File: src/rtl/core/pwbt_pkg.sv
// Package for the pulse-width bit transmitter: phase type, register codes,
// widths, reset values and the FIFO status struct. No dependencies.
`timescale 1ns / 1ps
`default_nettype none

package pwbt_pkg;

  localparam int BYTE_W    = 8;
  localparam int ENTRY_W   = 9;   // data byte plus end-of-message mark
  localparam int END_BIT   = 8;
  localparam int BIDX_W    = 4;
  localparam int WAIT_W    = 9;
  localparam int CFG_IDX_W = 3;

  localparam logic [WAIT_W-1:0] WAIT_MAX = 9'd511;

  localparam logic [CFG_IDX_W-1:0] CFG_LEN_START = 3'd0;
  localparam logic [CFG_IDX_W-1:0] CFG_LEN_ZERO  = 3'd1;
  localparam logic [CFG_IDX_W-1:0] CFG_LEN_ONE   = 3'd2;
  localparam logic [CFG_IDX_W-1:0] CFG_LEN_STOP  = 3'd3;
  localparam logic [CFG_IDX_W-1:0] CFG_IDLE_GAP  = 3'd4;

  localparam logic [BYTE_W-1:0] RST_LEN_START = 8'd8;
  localparam logic [BYTE_W-1:0] RST_LEN_ZERO  = 8'd1;
  localparam logic [BYTE_W-1:0] RST_LEN_ONE   = 8'd3;
  localparam logic [BYTE_W-1:0] RST_LEN_STOP  = 8'd8;
  localparam logic [BYTE_W-1:0] RST_IDLE_GAP  = 8'd10;

  typedef enum logic [2:0] {
    PH_START_HIGH = 3'd0,
    PH_START_LOW  = 3'd1,
    PH_MSG_HIGH   = 3'd2,
    PH_MSG_LOW    = 3'd3,
    PH_STOP_LOW   = 3'd4,
    PH_STOP_HIGH  = 3'd5,
    PH_IDLE       = 3'd6
  } phase_t;

  typedef struct packed {
    logic full;
    logic empty;
  } fifo_status_t;

endpackage

`default_nettype wire

File: src/rtl/core/pwbt_in_if.sv
// Input channel: one tick or one byte push per transaction.
// Depends on pwbt_pkg for field widths.
`timescale 1ns / 1ps
`default_nettype none

interface pwbt_in_if;
  logic                         valid;
  logic                         ready;
  logic                         op;
  logic [pwbt_pkg::BYTE_W-1:0]  data_byte;
  logic                         end_of_message;

  modport source (output valid, op, data_byte, end_of_message, input ready);
  modport sink   (input valid, op, data_byte, end_of_message, output ready);
endinterface

`default_nettype wire

File: src/rtl/core/pwbt_out_if.sv
// Result channel: line level, running flag and push-drop flag per transaction.
// No dependencies.
`timescale 1ns / 1ps
`default_nettype none

interface pwbt_out_if;
  logic valid;
  logic ready;
  logic line_level;
  logic running;
  logic push_dropped;

  modport source (output valid, line_level, running, push_dropped, input ready);
  modport sink   (input valid, line_level, running, push_dropped, output ready);
endinterface

`default_nettype wire

File: src/rtl/core/pwbt_cfg_if.sv
// Configuration write channel: register index and write data.
// Depends on pwbt_pkg for widths.
`timescale 1ns / 1ps
`default_nettype none

interface pwbt_cfg_if;
  logic                           valid;
  logic                           ready;
  logic [pwbt_pkg::CFG_IDX_W-1:0] index;
  logic [pwbt_pkg::BYTE_W-1:0]    data;

  modport source (output valid, index, data, input ready);
  modport sink   (input valid, index, data, output ready);
endinterface

`default_nettype wire

File: src/rtl/core/pwbt_fifo.sv
// Byte FIFO with a registered head word that always shows the oldest entry.
// Depends on pwbt_pkg for entry width and the status struct.
`timescale 1ns / 1ps
`default_nettype none

module pwbt_fifo #(
  parameter int DEPTH = 256
) (
  input  wire logic                          clk,
  input  wire logic                          rst,
  input  wire logic                          push,
  input  wire logic [pwbt_pkg::ENTRY_W-1:0]  push_data,
  input  wire logic                          pop,
  output pwbt_pkg::fifo_status_t             status,
  output logic      [pwbt_pkg::ENTRY_W-1:0]  head
);

  localparam int PTR_W = $clog2(DEPTH);
  localparam int CNT_W = $clog2(DEPTH + 1);

  logic [pwbt_pkg::ENTRY_W-1:0] mem [DEPTH];
  logic [PTR_W-1:0] wr_ptr, rd_ptr, rd_ptr_next, wr_ptr_next;
  logic [CNT_W-1:0] fill, fill_next;
  logic             do_push, do_pop;

  assign status.full  = (fill == CNT_W'(DEPTH));
  assign status.empty = (fill == '0);
  assign do_push = push && !status.full;
  assign do_pop  = pop && !status.empty;

  always_comb begin
    wr_ptr_next = wr_ptr;
    rd_ptr_next = rd_ptr;
    fill_next   = fill;
    if (do_push) begin
      wr_ptr_next = (wr_ptr == PTR_W'(DEPTH - 1)) ? '0 : wr_ptr + 1'b1;
    end
    if (do_pop) begin
      rd_ptr_next = (rd_ptr == PTR_W'(DEPTH - 1)) ? '0 : rd_ptr + 1'b1;
    end
    if (do_push && !do_pop) begin
      fill_next = fill + 1'b1;
    end else if (do_pop && !do_push) begin
      fill_next = fill - 1'b1;
    end
  end

  always_ff @(posedge clk) begin
    if (rst) begin
      wr_ptr <= '0;
      rd_ptr <= '0;
      fill   <= '0;
    end else begin
      wr_ptr <= wr_ptr_next;
      rd_ptr <= rd_ptr_next;
      fill   <= fill_next;
    end
  end

  always_ff @(posedge clk) begin
    if (do_push) begin
      mem[wr_ptr] <= push_data;
    end
  end

  // Head follows the next read pointer; bypass a write to that same slot.
  always_ff @(posedge clk) begin
    if (do_push && (wr_ptr == rd_ptr_next)) begin
      head <= push_data;
    end else begin
      head <= mem[rd_ptr_next];
    end
  end

endmodule

`default_nettype wire

File: src/rtl/core/pulse_width_bit_transmitter_unit.sv
// Pulse-width bit transmitter: one transaction per cycle while the result channel keeps up.
// Output: a result leaves the output register the cycle after its transaction.
// Throughput: one transaction per cycle unless a result waits unread, set by the single-pass
// phase update and the FIFO memory with one write and one registered head read per cycle.
// Reset (rst, synchronous): registers to defaults, line low, stopped, FIFO empty;
// FIFO contents are left as they are.
`timescale 1ns / 1ps
`default_nettype none

module pulse_width_bit_transmitter_unit #(
  parameter int FIFO_DEPTH = 256
) (
  input wire logic   clk,
  input wire logic   rst,
  pwbt_in_if.sink    item,
  pwbt_out_if.source result,
  pwbt_cfg_if.sink   cfg
);

  // Configuration registers
  logic [pwbt_pkg::BYTE_W-1:0] len_start, len_zero, len_one, len_stop, idle_gap;

  // Transmitter state
  pwbt_pkg::phase_t              phase, phase_next;
  logic [pwbt_pkg::BYTE_W-1:0]   hold_count, hold_count_next;
  logic [pwbt_pkg::BIDX_W-1:0]   bit_index, bit_index_next;
  logic [pwbt_pkg::ENTRY_W-1:0]  current_byte, current_byte_next;
  logic                          cur_valid, cur_valid_next;
  logic [pwbt_pkg::WAIT_W-1:0]   messages_waiting, messages_waiting_next;
  logic                          run_flag, run_flag_next;
  logic                          line_reg, line_reg_next;

  // Result register
  logic out_valid;

  // FIFO interface
  pwbt_pkg::fifo_status_t       fifo_st;
  logic [pwbt_pkg::ENTRY_W-1:0] fifo_head;
  logic                         fifo_push, fifo_pop;

  // Decoded step controls
  logic accept, is_push, act, dropped;
  logic exhausted, end_or_empty;
  logic                          mh_valid;
  logic [pwbt_pkg::ENTRY_W-1:0]  mh_byte;
  logic [pwbt_pkg::BIDX_W-1:0]   mh_index;
  logic                          mh_bit;

  // Take a new transaction whenever the result register is free or draining.
  assign item.ready = !out_valid || result.ready;
  assign accept     = item.valid && item.ready;
  assign is_push    = accept && item.op;
  assign dropped    = is_push && fifo_st.full;
  assign fifo_push  = is_push && !fifo_st.full;

  // A tick acts on the phase only once the hold has run out.
  assign act = accept && !item.op && run_flag && (hold_count <= 8'd1);

  // Data-bit high phase: refill the byte once all eight bits have gone.
  assign exhausted    = cur_valid && bit_index[pwbt_pkg::BIDX_W-1];
  assign end_or_empty = current_byte[pwbt_pkg::END_BIT] || fifo_st.empty;
  assign mh_valid     = exhausted ? !end_or_empty : cur_valid;
  assign mh_byte      = exhausted ? (end_or_empty ? '0 : fifo_head) : current_byte;
  assign mh_index     = exhausted ? '0 : bit_index;
  assign mh_bit       = mh_byte[mh_index[pwbt_pkg::BIDX_W-2:0]];

  always_comb begin
    fifo_pop = 1'b0;
    if (act) begin
      case (phase)
        pwbt_pkg::PH_START_LOW:
          fifo_pop = (messages_waiting != '0) && !fifo_st.empty;
        pwbt_pkg::PH_MSG_HIGH:
          fifo_pop = exhausted && !end_or_empty;
        default:
          fifo_pop = 1'b0;
      endcase
    end
  end

  // Next phase
  always_comb begin
    phase_next = phase;
    if (act) begin
      case (phase)
        pwbt_pkg::PH_START_HIGH: phase_next = pwbt_pkg::PH_START_LOW;
        pwbt_pkg::PH_START_LOW:  phase_next = pwbt_pkg::PH_MSG_HIGH;
        pwbt_pkg::PH_MSG_HIGH:
          phase_next = mh_valid ? pwbt_pkg::PH_MSG_LOW : pwbt_pkg::PH_STOP_LOW;
        pwbt_pkg::PH_MSG_LOW:    phase_next = pwbt_pkg::PH_MSG_HIGH;
        pwbt_pkg::PH_STOP_LOW:   phase_next = pwbt_pkg::PH_STOP_HIGH;
        pwbt_pkg::PH_STOP_HIGH:  phase_next = pwbt_pkg::PH_IDLE;
        default:
          phase_next = (messages_waiting == '0) ? pwbt_pkg::PH_IDLE
                                                : pwbt_pkg::PH_START_HIGH;
      endcase
    end
  end

  // Counters, byte register, line and run flag
  always_comb begin
    hold_count_next       = hold_count;
    bit_index_next        = bit_index;
    current_byte_next     = current_byte;
    cur_valid_next        = cur_valid;
    messages_waiting_next = messages_waiting;
    run_flag_next         = run_flag;
    line_reg_next         = line_reg;

    if (fifo_push && item.end_of_message) begin
      if (messages_waiting < pwbt_pkg::WAIT_MAX) begin
        messages_waiting_next = messages_waiting + 1'b1;
      end
      run_flag_next = 1'b1;
    end

    if (accept && !item.op && run_flag && (hold_count > 8'd1)) begin
      hold_count_next = hold_count - 1'b1;
    end

    if (act) begin
      case (phase)
        pwbt_pkg::PH_START_HIGH: begin
          line_reg_next   = 1'b1;
          hold_count_next = len_start;
        end
        pwbt_pkg::PH_START_LOW: begin
          line_reg_next     = 1'b0;
          hold_count_next   = len_start;
          bit_index_next    = '0;
          cur_valid_next    = 1'b0;
          current_byte_next = '0;
          if (messages_waiting != '0) begin
            messages_waiting_next = messages_waiting - 1'b1;
            if (!fifo_st.empty) begin
              current_byte_next = fifo_head;
              cur_valid_next    = 1'b1;
            end
          end
        end
        pwbt_pkg::PH_MSG_HIGH: begin
          cur_valid_next    = mh_valid;
          current_byte_next = mh_byte;
          bit_index_next    = mh_index;
          if (!mh_valid) begin
            line_reg_next = 1'b0;
          end else begin
            line_reg_next   = 1'b1;
            hold_count_next = mh_bit ? len_one : len_zero;
            bit_index_next  = mh_index + 1'b1;
          end
        end
        pwbt_pkg::PH_MSG_LOW: begin
          line_reg_next = 1'b0;
        end
        pwbt_pkg::PH_STOP_LOW: begin
          line_reg_next   = 1'b0;
          hold_count_next = len_stop;
        end
        pwbt_pkg::PH_STOP_HIGH: begin
          line_reg_next   = 1'b1;
          hold_count_next = len_stop;
        end
        default: begin
          // Idle: stop, or wait out the gap before the next start frame.
          line_reg_next = 1'b0;
          if (messages_waiting == '0) begin
            run_flag_next = 1'b0;
          end else begin
            hold_count_next = idle_gap;
            bit_index_next  = '0;
          end
        end
      endcase
    end
  end

  // Hold state between transactions; advance only on an accepted one.
  always_ff @(posedge clk) begin
    if (rst) begin
      phase            <= pwbt_pkg::PH_START_HIGH;
      hold_count       <= 8'd1;
      bit_index        <= '0;
      current_byte     <= '0;
      cur_valid        <= 1'b0;
      messages_waiting <= '0;
      run_flag         <= 1'b0;
      line_reg         <= 1'b0;
    end else begin
      phase            <= phase_next;
      hold_count       <= hold_count_next;
      bit_index        <= bit_index_next;
      current_byte     <= current_byte_next;
      cur_valid        <= cur_valid_next;
      messages_waiting <= messages_waiting_next;
      run_flag         <= run_flag_next;
      line_reg         <= line_reg_next;
    end
  end

  // Result register: load on accept, drop once taken.
  always_ff @(posedge clk) begin
    if (rst) begin
      out_valid <= 1'b0;
    end else if (accept) begin
      out_valid <= 1'b1;
    end else if (result.ready) begin
      out_valid <= 1'b0;
    end
  end

  always_ff @(posedge clk) begin
    if (accept) begin
      result.line_level   <= line_reg_next;
      result.running      <= run_flag_next;
      result.push_dropped <= dropped;
    end
  end

  assign result.valid = out_valid;

  // Configuration writes are always taken; unknown indexes are ignored.
  assign cfg.ready = 1'b1;

  always_ff @(posedge clk) begin
    if (rst) begin
      len_start <= pwbt_pkg::RST_LEN_START;
      len_zero  <= pwbt_pkg::RST_LEN_ZERO;
      len_one   <= pwbt_pkg::RST_LEN_ONE;
      len_stop  <= pwbt_pkg::RST_LEN_STOP;
      idle_gap  <= pwbt_pkg::RST_IDLE_GAP;
    end else if (cfg.valid) begin
      case (cfg.index)
        pwbt_pkg::CFG_LEN_START: len_start <= cfg.data;
        pwbt_pkg::CFG_LEN_ZERO:  len_zero  <= cfg.data;
        pwbt_pkg::CFG_LEN_ONE:   len_one   <= cfg.data;
        pwbt_pkg::CFG_LEN_STOP:  len_stop  <= cfg.data;
        pwbt_pkg::CFG_IDLE_GAP:  idle_gap  <= cfg.data;
        default: ;
      endcase
    end
  end

  pwbt_fifo #(
    .DEPTH (FIFO_DEPTH)
  ) u_fifo (
    .clk       (clk),
    .rst       (rst),
    .push      (fifo_push),
    .push_data ({item.end_of_message, item.data_byte}),
    .pop       (fifo_pop),
    .status    (fifo_st),
    .head      (fifo_head)
  );

endmodule

`default_nettype wire

File: src/flat_wrapper.sv
// flat-port wrapper written by rule: the top's interface ports become plain ports
module pulse_width_bit_transmitter_unit_flat 
#(
  parameter int FIFO_DEPTH = 256
)
  (clk, rst, item_valid, item_op, item_data_byte, item_end_of_message, item_ready, result_valid, result_line_level, result_running, result_push_dropped, result_ready, cfg_valid, cfg_index, cfg_data, cfg_ready);
  pwbt_in_if item_i ();
  pwbt_out_if result_i ();
  pwbt_cfg_if cfg_i ();
  input wire logic clk;
  input wire logic rst;
  input wire logic [$bits(item_i.valid)-1:0] item_valid;
  input wire logic [$bits(item_i.op)-1:0] item_op;
  input wire logic [$bits(item_i.data_byte)-1:0] item_data_byte;
  input wire logic [$bits(item_i.end_of_message)-1:0] item_end_of_message;
  output wire logic [$bits(item_i.ready)-1:0] item_ready;
  output wire logic [$bits(result_i.valid)-1:0] result_valid;
  output wire logic [$bits(result_i.line_level)-1:0] result_line_level;
  output wire logic [$bits(result_i.running)-1:0] result_running;
  output wire logic [$bits(result_i.push_dropped)-1:0] result_push_dropped;
  input wire logic [$bits(result_i.ready)-1:0] result_ready;
  input wire logic [$bits(cfg_i.valid)-1:0] cfg_valid;
  input wire logic [$bits(cfg_i.index)-1:0] cfg_index;
  input wire logic [$bits(cfg_i.data)-1:0] cfg_data;
  output wire logic [$bits(cfg_i.ready)-1:0] cfg_ready;
  assign item_i.valid = item_valid;
  assign item_i.op = item_op;
  assign item_i.data_byte = item_data_byte;
  assign item_i.end_of_message = item_end_of_message;
  assign item_ready = item_i.ready;
  assign result_valid = result_i.valid;
  assign result_line_level = result_i.line_level;
  assign result_running = result_i.running;
  assign result_push_dropped = result_i.push_dropped;
  assign result_i.ready = result_ready;
  assign cfg_i.valid = cfg_valid;
  assign cfg_i.index = cfg_index;
  assign cfg_i.data = cfg_data;
  assign cfg_ready = cfg_i.ready;
  pulse_width_bit_transmitter_unit #(.FIFO_DEPTH(FIFO_DEPTH)) u_core (.clk(clk), .rst(rst), .item(item_i), .result(result_i), .cfg(cfg_i));
endmodule
File: config.mk
export PLATFORM = sky130hd
export DESIGN_NAME = pulse_width_bit_transmitter_unit_flat
export DESIGN_NICKNAME = d
export VERILOG_FILES = /design/src/rtl/core/pwbt_pkg.sv /design/src/rtl/core/pwbt_in_if.sv /design/src/rtl/core/pwbt_out_if.sv /design/src/rtl/core/pwbt_cfg_if.sv /design/src/rtl/core/pwbt_fifo.sv /design/src/rtl/core/pulse_width_bit_transmitter_unit.sv /design/src/flat_wrapper.sv
export SDC_FILE = /design/constraint.sdc
export NUM_CORES = 2
export LEC_CHECK = 0
export ABC_CLOCK_PERIOD_IN_PS = 4000
export CAP_MARGIN = 5
export CORE_MARGIN = 4
export CORE_UTILIZATION = 45
export DETAILED_ROUTE_END_ITERATION = 7
export DONT_BUFFER_PORTS = 1
export PLACE_DENSITY_LB_ADDON = 0.08
export SYNTH_ARGS = -nofsm -noshare
export SYNTH_HDL_FRONTEND = slang
export SYNTH_SLANG_ARGS = --single-unit
File: constraint.sdc
create_clock -name clk -period 4 [get_ports clk]
set_clock_uncertainty 0.1 [all_clocks]
set_input_delay 0 -clock clk [delete_from_list [all_inputs] [get_ports clk]]
set_output_delay 0 -clock clk [all_outputs]
set_load 0.02 [all_outputs]
## Word level (Yosys, flattened, before mapping)

Memories as Yosys holds them, arrays and structs flattened. A register that Yosys moved wholly into a read port is not among the register bits.
Cells that the tools add are included.

- Memories kept: 1
- Flip-flop bits (word level): 105
- Input bits: 26
- Memory bits (writable): 2304

- Add/sub/neg operators: 8
- Order comparisons: 4
- Equal/unequal tests: 14
- Mux-type cells: 47
- Bitwise operators: 1
- Reductions and logical operators: 47

Memories:

| name | depth | width | read ports | clocked after memory_dff | write ports | line | RTL |
|---|---|---|---|---|---|---|---|
| u_core.u_fifo.mem | 256 | 9 | 1 | 1 | 1 | pwbt_fifo.sv:21 | `logic [pwbt_pkg::ENTRY_W-1:0] mem [DEPTH];` |

Operator list:

| operator | count |
|---|---|
| 2-to-1 mux 9 bit | 11 |
| 2-to-1 mux 8 bit | 8 |
| one-hot mux 8 bit (4 select lines) | 1 |
| adder 9 x 1 -> 9 bit (second input constant) | 2 |
| zero test 9 bit | 2 |
| one-hot mux 9 bit (2 select lines) | 1 |
| subtractor 9 x 1 -> 9 bit (second input constant) | 2 |
| adder 8 x 1 -> 8 bit (second input constant) | 2 |
| == test 8 bit (second input constant) | 2 |
| logical AND 1 bit | 16 |
| 2-to-1 mux 1 bit | 15 |
| one-hot mux 3 bit (5 select lines) | 1 |
| == test 3 x 2 -> 1 bit (second input constant) | 4 |
| 2-to-1 mux 4 bit | 3 |
| one-hot mux 4 bit (3 select lines) | 1 |
| AND reduction 2 bit | 6 |
| == test 3 bit (second input constant) | 3 |
| == test 9 bit (second input constant) | 1 |
| < comparator 9 bit (second input constant) | 1 |
| nonzero test 9 bit | 1 |
| > comparator 8 x 1 -> 1 bit (second input constant) | 1 |
| <= comparator 8 x 1 -> 1 bit (second input constant) | 1 |
| OR reduction 2 bit | 4 |
| subtractor 8 x 1 -> 8 bit (second input constant) | 1 |
| other kinds (16) | 31 |

## Depth between registers and ports, before layout

- Depth after elaboration: 11
- Depth in mapped cells: 19
- Gate-level depth less buffers: 18

## Cells and area by module

A second synthesis with hierarchy kept.

- Cells, all modules: 4825
- Area, all modules: 94919.8 um2

By module, submodules not included:

| module | times used | area each (um2) | sequential area each (um2) | cells an instance |
|---|---|---|---|---|
| pwbt_fifo | 1 | 90387.9 | 69847.0 | 4243 |
| pulse_width_bit_transmitter_unit | 1 | 4531.8 | 1631.6 | 582 |

## Worst setup path before layout

No wires, ideal clock.

- Path type: flip-flop to flip-flop
- From: register u_core.hold_count[2] (netlist bit)
- To: register u_core.u_fifo.fill[8]
- Path buffers: 1
- Stages on the path, launching flop included: 18
- Data arrival time: 4.075 ns
- Period minus slack after synthesis: 4.302 ns
- Slack: -0.302 ns
- Cell sequence: dfxtp_1 > or4_1 > nor4_1 > nand4b_1 > or4_1 > clkbuf_1 > ha_1 > inv_1 > ha_1 > a21oi_1 > a21boi_0 > o21ai_0 > a21oi_1 > o21a_1 > or3_1 > a21oi_1 > xnor2_1 > nor2_1

- Word-level cells in the longest chain between the ends: 7
- Elaborated cells on any way between the ends: 9
- Classes of those cells: order compare: 1; mux: 2; reduce/logical: 6

Ends and longest elaborated chain:

| item | line | RTL |
|---|---|---|
| from (decl) | pulse_width_bit_transmitter_unit.sv:25 | `logic [pwbt_pkg::BYTE_W-1:0] hold_count, hold_count_next;` |
| from (signal assigned) | pulse_width_bit_transmitter_unit.sv:191 | `hold_count <= hold_count_next;` |
| <= comparator 8 x 1 -> 1 bit (*) | pulse_width_bit_transmitter_unit.sv:57 | `assign act = accept && !item.op && run_flag && (hold_count <= 8'd1);` |
| logical AND 1 bit (*) | pulse_width_bit_transmitter_unit.sv:57 |  |
| 2-to-1 mux 1 bit (*) | pulse_width_bit_transmitter_unit.sv:69 | `if (act) begin` |
| logical AND 1 bit (*) | pwbt_fifo.sv:29 | `assign do_pop = pop && !status.empty;` |
| zero test 1 bit | pwbt_fifo.sv:41 | `if (do_push && !do_pop) begin` |
| logical AND 1 bit | pwbt_fifo.sv:41 |  |
| 2-to-1 mux 9 bit / nonzero test 2 bit (equally long branches) | - |  |
| to (signal assigned) | pwbt_fifo.sv:56 | `fill <= fill_next;` |
| to (decl) | pwbt_fifo.sv:23 | `logic [CNT_W-1:0] fill, fill_next;` |

Every way passes the cells marked *; elsewhere a longest branch is shown, timed or not.
A chain may end at the register's enable or synchronous reset.

==> results.txt <==
Die Footprint = 217000 µm²
Final Power = 52.2 mW
Final-stage net count = 5199
Gate Count Post-Synth = 4467
Largest register FFs = 2304
Clock tree buffer depth = 4
CTS tree = done
VDD IR max = 0.000464 V
Number of global-route vias before repair = 48660
Yosys warning count = 0
Synth area leaders = edfxtp_1 73%, mux4_2 16%, dfxtp_1 2.3%, nor2_1 1.3%, mux2i_1 0.97%
CP arrival = 4570 ps
Max_cap viols = 0
# clock sinks = 2417
Fin crit period = 3890 ps
Slew margin rel. = -0.110
Fin crit share = 0.972
Critical Path RT = 4680 ps
Most frequent CP cell = buf_4
FF+latch count, synth = 2417
Die Span X = 466 µm
Die H = 466 µm
Post-synth top cells = 2307 x edfxtp_1, 691 x mux4_2, 333 x nor2_1
GRT Overall Usage = 0.234
Outcome = finished, violations left
Mapped cell area = 94500 µm²
Via density = 5.91
Detail Route Antenna Nets = 0
Lkg Pwr = 34.9 nW
Worst setup SP type = register
CTS Root Cell = clkbuf_16
Max Slew Vio Count = 135
Post-synthesis sequential area ratio = 0.756
Fmax = 257 MHz
Failing checks = slew limit
Core region area = 208000 µm²
Drt wl/cell = 31.2 µm
H-tree depth = 5
Setup Viol. Count Final = 0
Global route overflow = 0
Number of library cell types mapped by synthesis = 73
Hold Fails Final Rpt = 0
Mean Syn Cell Area = 21.2 µm²
EDFF count, synth = 2307
Pwr dens = 467 nW/µm²
Syn_nets = 4514
Crit path kind = reg2reg
Via count = 48058
Slowest-stage cell, CP = dfxtp_4
Hold Path Class = in2reg
Highest fanout seen on the critical path = 20
CP max stage delay = 400 ps
Fraction of layout cells with a size suffix above 1 = 0.306
Clock-pin slew on the worst setup and hold paths = 60 ps
Iteration-0 DRC Markers = 4856
Largest Register = u_core.u_fifo.mem
Initial core utilization = 0.454
Slew at the pin with the worst max-slew slack = 1670 ps
Worst-Skew Late Latency = 920 ps
Critical Path End Type = register
Area Growth Syn to Fin = 18.1%
Yosys top cell area share = 0.733
Routability Congestion = 0.805
Largest net degree at the start of global routing = 259
IO Pins = 32
PortBufs = 0
Top_reg_cell synth = edfxtp_1
Initial antenna violation count = 16
Top-count cell post-synth = edfxtp_1
Fin util = 0.537
Row cnt = 167
DRC Markers = 0
Asr flop ratio synth = 0
HPWL after DPL = 153000 µm
First-pass GRT wire length = 366000 µm
Crit path cell chain = buf_12 -> buf_12 -> buf_4 -> nor2b_1 -> a211oi_1 -> o211a_1 -> o311ai_2 -> o311ai_1 -> buf_4 -> o32ai_1 -> buf_4 -> a2bb2oi_2 -> buf_4 -> buf_4 -> nand4_1 -> o211ai_1
RSZ-0062 raised after global routing = true
Drt pass-1 iters = 5
Routed wire length = 254000 µm
Synth area leader = edfxtp_1
Filler cells = 16314
Cts bufs inserted = 277
[repair_timing]
item,4_1_cts,5_1_grt
buffers inserted,2,2
pin swaps,7,11
hold buffers,153,0
endpoints found under the setup margin,4,14
hold endpoints to repair,2433,0
gates resized for setup,7,26
[cells by family after synthesis]
kind of cell / after synthesis / share of synthesized area
flops: 2417 / 0.756
mux: 795 / 0.176
simple gates: 686 / 0.0322
buf+inv: 280 / 0.0139
compound gates: 240 / 0.0166
xor+xnor: 27 / 0.00250
fa+ha+maj: 21 / 0.00286
other cells: 1 / 0.0000397
[through the flow]
stage / TNS (ps) / hold slack [ps] / worst slack (ps) / instances / instance area [µm²]
6_report: 0 / 143 / 113 / 8135 / 112000
5_1_grt: -3.40 / 132 / -3.40 / 8133 / 112000
4_1_cts: 0 / 89.0 / 0.0520 / 8129 / 112000
3_5_place_dp: -355 / -18.1 / -147 / 7504 / 101000
3_3_place_gp: -384 / -21.3 / -199 / 7504 / 101000
2_1_floorplan: 0 / -1.13 / 2.92 / 4467 / 94600
[layer usage]
layer,GRT usage,part of all wire,vias to the layer above
met5,0,0.000071,-
met4,0.0552,0.023,2
met3,0.0327,0.055,368
met2,0.375,0.48,1549
met1,0.345,0.44,26172
li1,-,-,19967
[cells in the final DEF, fill, tap and decap left out, types with 10 or more instances in the layout]
cell / n
a211oi_1: 18
a21oi_1: 78
and2_1: 19
buf_12: 62
buf_16: 10
buf_4: 446
bufinv_16: 12
clkbuf_1: 58
clkbuf_16: 283
clkinv_1: 57
clkinv_2: 40
dfxtp_1: 95
dfxtp_2: 10
dlygate4sd3_1: 143
edfxtp_1: 2307
ha_1: 19
inv_1: 20
mux2_2: 11
mux2i_1: 92
mux4_2: 691
nand2_1: 141
nand3_1: 50
nand3_2: 16
nand4_1: 19
nor2_1: 332
nor2b_1: 30
nor3_1: 17
o21ai_0: 26
o221ai_1: 13
o22ai_1: 12
xnor2_1: 16
xor2_1: 11
[worst max-delay path: cells and delay by family (launching register included)]
kind,cells,cell delay (ps)
DFF,1,400
AOI/OAI and AO/OA,7,1300
buffers and inverters,7,1500
and+or+nand+nor,2,450
[report_power, final]
group	switching (mW)	internal (mW)
logic	0.631	0.256
registers	0.0228	27.7
clock network	9.69	13.8
[path summary, 6_finish.rpt]
| path | start | end | depth (start not counted) | slack (ps) |
|---|---|---|---|---|
| max | register | u_core.hold_count[7] | 16 | 110 |
| min | item_valid | u_core.result.push_dropped | 3 | 140 |
| max reg2reg | register | u_core.hold_count[7] | 16 | 110 |
| min reg2reg | u_core.current_byte[4] | u_core.current_byte[4] | 2 | 360 |
[layout make-up]
class	instances	area, µm²	area share
multi-input combinational	1770	21900	0.197
clock inverter	121	878	0.00787
timing repair buffer	663	6320	0.0566
sequential	2417	71500	0.640
clock buffer	349	7410	0.0664
inverter	23	96.3	0.000863
tap	2788	3490	0.0312
antenna	4	10.0	0.0000896
No activity file was read; power rests on OpenSTA's default activity.
